[src/iuom_ram.sv]
`timescale 1ns / 1ps

module iuom_ram #(
    parameter int W  = 64,
    parameter int D  = 64,
    parameter int AW = 6
) (
    input  logic          clk,
    input  logic          we,
    input  logic [AW-1:0] waddr,
    input  logic [W-1:0]  wdata,
    input  logic [AW-1:0] raddr,
    output logic [W-1:0]  rdata
);

    logic [W-1:0] mem [D];

    // Single write port, registered read port.
    always_ff @(posedge clk)
    begin
        if (we)
        begin
            mem[waddr] <= wdata;
        end
        rdata <= mem[raddr];
    end

endmodule

[config.mk]
export PLATFORM = sky130hd
export DESIGN_NAME = iuom_ram
export DESIGN_NICKNAME = d
export VERILOG_FILES = /design/src/iuom_ram.sv
export SDC_FILE = /design/constraint.sdc
export NUM_CORES = 2
export LEC_CHECK = 0
export BUFFER_PORTS_ARGS = -buffer_cell sky130_fd_sc_hd__buf_2
export CAP_MARGIN = 20
export CORE_ASPECT_RATIO = 0.75
export CORE_MARGIN = 1
export CORE_UTILIZATION = 45
export DETAILED_ROUTE_END_ITERATION = 6
export PLACE_DENSITY = 0.7
export SKIP_LAST_GASP = 1
export SLEW_MARGIN = 20
export SYNTH_ARGS = -nofsm -noshare
export SYNTH_HDL_FRONTEND = slang
export SYNTH_SLANG_ARGS = --single-unit
export TNS_END_PERCENT = 100
[constraint.sdc]
create_clock -name clk -period 16 [get_ports clk]
set_input_delay 3.2 -clock clk [delete_from_list [all_inputs] [get_ports clk]]
set_output_delay 3.2 -clock clk [all_outputs]
set_load 0.03 [all_outputs]
==> impl_metrics.sql <==
INSERT INTO impl_metrics (metric_group, metric, value, unit) VALUES
('status', 'run_status', 'complete, no violations', ''),
('logic_synthesis', 'syn_area_per_cell', '23.70', 'sq um'),
('clock_network', 'worst_skew_pair.late_latency', '0.95', 'ns'),
('cells_and_area', 'layout_common_cells', 'sky130_fd_sc_hd__edfxtp_1, sky130_fd_sc_hd__mux4_2, sky130_fd_sc_hd__clkbuf_16', ''),
('clock_network', 'cts_root_buf', 'sky130_fd_sc_hd__clkbuf_16', ''),
('critical_path', 'crit_path_end', 'rdata[43]', ''),
('pwr', 'power_leakage', '0.05429', 'uW'),
('logic_synthesis', 'synth_ff_type', 'sky130_fd_sc_hd__edfxtp_1', ''),
('critical_path', 'startpoint_type', 'primary input', ''),
('logic_synthesis', 'syn_nets', '6676', ''),
('cells_and_area', 'finish.net_count', '7029', ''),
('critical_path', 'worst_r2r_startpoint', 'mem[55][35]', ''),
('timing', 'fmax', '147.5', 'MHz'),
('clock_network', 'htreeDepth', '5', ''),
('placed_design', 'buffer_ports.inserted', '141', ''),
('cells_and_area', 'final_core_util', '0.5082', ''),
('route', 'num_vias', '76840', ''),
('floorplanning', 'dieArea', '349800', 'sq um'),
('cells_and_area', 'most_common_cell_after_layout_fill_and_taps_aside', 'sky130_fd_sc_hd__edfxtp_1', ''),
('timing', 'worst_hold_slack', '0.8403', 'ns'),
('critical_path', 'cp_max_fo', '84', ''),
('logic_synthesis', 'synth-seq-area-share', '0.7949', ''),
('critical_path', 'arrival', '7.58', 'ns'),
('clock_network', 'cts_buffer_depth', '4', ''),
('logic_synthesis', 'postSynth.asyncResetShare', '0', ''),
('placed_design', 'place_congestion', '0.7882', ''),
('timing', 'grt_setup_unrepaired', 'false', ''),
('grt', 'grt_start_max_net_pins', '109', ''),
('route', 'finalWirelength', '426700', 'microns'),
('clock_network', 'worst_setup_hold_path_clk_slew', '0.07', 'ns'),
('timing', 'postLayoutSetupSlackWorst', '9.222', 'ns'),
('clock_network', 'postCtsSetupRepairBufs', '0', ''),
('floorplanning', 'die_w', '682.6', 'microns'),
('critical_path', 'critPathCaptureType', 'flop', ''),
('timing', 'final-setup-viol-count', '0', ''),
('floorplanning', 'core', '345800', 'sq um'),
('floorplanning', 'die_h', '512.5', 'microns'),
('route', 'wire_per_inst', '35.82', 'microns'),
('logic_synthesis', 'synth_enable_flop_cells', '4096', ''),
('pwr', 'ir_drop', '0.0001170', 'V'),
('grt', 'grt-ovfl-total', '0', ''),
('timing', 'setup_total_negative_slack', '0', 'ns'),
('critical_path', 'cp-startpoint', 'raddr[0]', ''),
('timing', 'final.period_utilization', '0.4237', ''),
('logic_synthesis', 'number_of_distinct_library_cells_after_synthesis', '33', ''),
('grt', 'initial_antenna_violation_count', '52', ''),
('cells_and_area', 'multi_input_area', '30770', 'sq um'),
('timing', 'timing.final.hold_violations', '0', ''),
('critical_path', 'timing_worst_setup_path_type', 'in -> reg', ''),
('clock_network', 'post_cts_hold_buffer_count', '0', ''),
('logic_synthesis', 'syn_area', '156300', 'sq um'),
('pwr', 'power_density', '126.5', 'nW/um^2'),
('placed_design', 'place.detailed.hpwl', '226000', 'microns'),
('grt', 'grt_use_total', '0.2409', ''),
('route', 'first_pass_iters', '5', ''),
('logic_synthesis', 'cell_count_after_synthesis', '6598', ''),
('clock_network', 'cts_tree', 'built', ''),
('floorplanning', 'io_pins', '142', ''),
('timing', 'timing.final.crit_period', '6.778', 'ns'),
('critical_path', 'reg2regPathDepth', '5', ''),
('timing', 'clock_skew', '0.05642', 'ns'),
('floorplanning', 'fp-row-count', '187', ''),
('critical_path', 'rr_endpoint', 'rdata[35]', ''),
('route', 'drtIter0Drc', '11940', ''),
('floorplanning', 'initial_utilization', '0.4521', ''),
('cells_and_area', 'fill_cells', '26240', ''),
('cells_and_area', 'post_route_cells_drive_above_1_share', '0.2783', ''),
('timing', 'finalMaxSlewViolations', '0', ''),
('logic_synthesis', 'yosys_warnings', '0', ''),
('critical_path', 'worstPathRequired', '16.80', 'ns'),
('hold_path', 'hold_class', 'reg -> reg', '');
-- Yosys cell counts (18+ instances only) --
master                      number  area [sq um]
sky130_fd_sc_hd__edfxtp_1     4096        123000
sky130_fd_sc_hd__mux4_2       1024         23060
sky130_fd_sc_hd__buf_2         170         850.8
sky130_fd_sc_hd__a22oi_1       168          1261
sky130_fd_sc_hd__clkbuf_1      140         525.5
sky130_fd_sc_hd__mux2i_1       135          1351
sky130_fd_sc_hd__nor2_1        112         420.4
sky130_fd_sc_hd__a22o_1         88         770.7
sky130_fd_sc_hd__o22ai_1        83         519.3
sky130_fd_sc_hd__and3_1         64         400.4
sky130_fd_sc_hd__dfxtp_1        64          1281
sky130_fd_sc_hd__a211oi_1       63         473.0
sky130_fd_sc_hd__nand2_1        58         217.7
sky130_fd_sc_hd__nand3_1        45         225.2
sky130_fd_sc_hd__o221ai_1       38         332.8
sky130_fd_sc_hd__buf_4          34         255.2
sky130_fd_sc_hd__or3_1          29         181.4
sky130_fd_sc_hd__nor2b_1        28         175.2
sky130_fd_sc_hd__or2_2          28         175.2
sky130_fd_sc_hd__a41oi_1        26         227.7
sky130_fd_sc_hd__buf_1          20         75.07
sky130_fd_sc_hd__a2bb2oi_1      19         166.4
sky130_fd_sc_hd__inv_1          19         71.32
sky130_fd_sc_hd__a31oi_1        18         112.6
-- how the worst min path moves through the flow --
stage           startpoint        end  cells past startpoint
2_1_floorplan  mem[30][61]  rdata[61]                      4
3_3_place_gp   mem[63][63]  rdata[63]                      4
3_5_place_dp   mem[54][16]  rdata[16]                      4
4_1_cts        mem[15][61]  rdata[61]                      4
5_1_grt        mem[55][63]  rdata[63]                      4
6_report       mem[15][61]  rdata[61]                      4
-- per-stage QoR --
step	instances	total power [uW]	instance area [sq um]
2_1_floorplan	6598	12930	156300
4_1_cts	11880	22290	175500
5_1_grt	11890	22740	175700
3_3_place_gp	11200	13380	163200
3_5_place_dp	11200	13410	163400
6_report	11910	22220	175800
-- metal layers --
metal  GRT usage  vias to the layer above  share of wire
li1            -                    29190              -
met1      0.3590                    41090           0.38
met2      0.3490                     5727           0.44
met3     0.06461                      810           0.14
met4     0.07382                       30          0.032
met5           0                        -        0.00042
-- final cells by class --
| class | count | share of cell area |
|---|---|---|
| multi-input combinational | 2049 | 0.1751 |
| tap | 4630 | 0.03296 |
| clock buffer | 477 | 0.05688 |
| timing repair buffer | 353 | 0.01500 |
| clock inverter | 194 | 0.01212 |
| antenna | 29 | 0.0004129 |
| sequential | 4160 | 0.7071 |
| inverter | 19 | 0.0004058 |
-- power by group --
group | leakage (uW) | total (uW) | internal, uW | switching [uW]
Sequential | 0.0374 | 12100 | 12100 | 64.4
Combinational | 0.0110 | 1050 | 370 | 679
Clock | 0.00593 | 9050 | 5090 | 3950
-- state kept, by name, summed over array words and instances (netlist names) --
register  cells
mem        4096
rdata        64
-- cell families (layout without fill, tap and decap cells) --
family	after synthesis	after routing	synth area share
buffers and inverters	389	1043	0.01180
other	0	29	0
DFF	4160	4160	0.7949
muxes	1159	1159	0.1561
and+or+nand+nor	386	386	0.01240
AOI/OAI and AO/OA	504	504	0.02477
-- critical path, stage by stage --
cell                       delay (ns)
sky130_fd_sc_hd__buf_12          0.54
sky130_fd_sc_hd__buf_4           0.85
sky130_fd_sc_hd__buf_4           0.89
sky130_fd_sc_hd__buf_4           0.80
sky130_fd_sc_hd__mux4_2          0.59
sky130_fd_sc_hd__a22o_1          0.27
sky130_fd_sc_hd__nor2_1          0.17
sky130_fd_sc_hd__a211oi_1        0.11
Power figures use the tool's default switching activity.
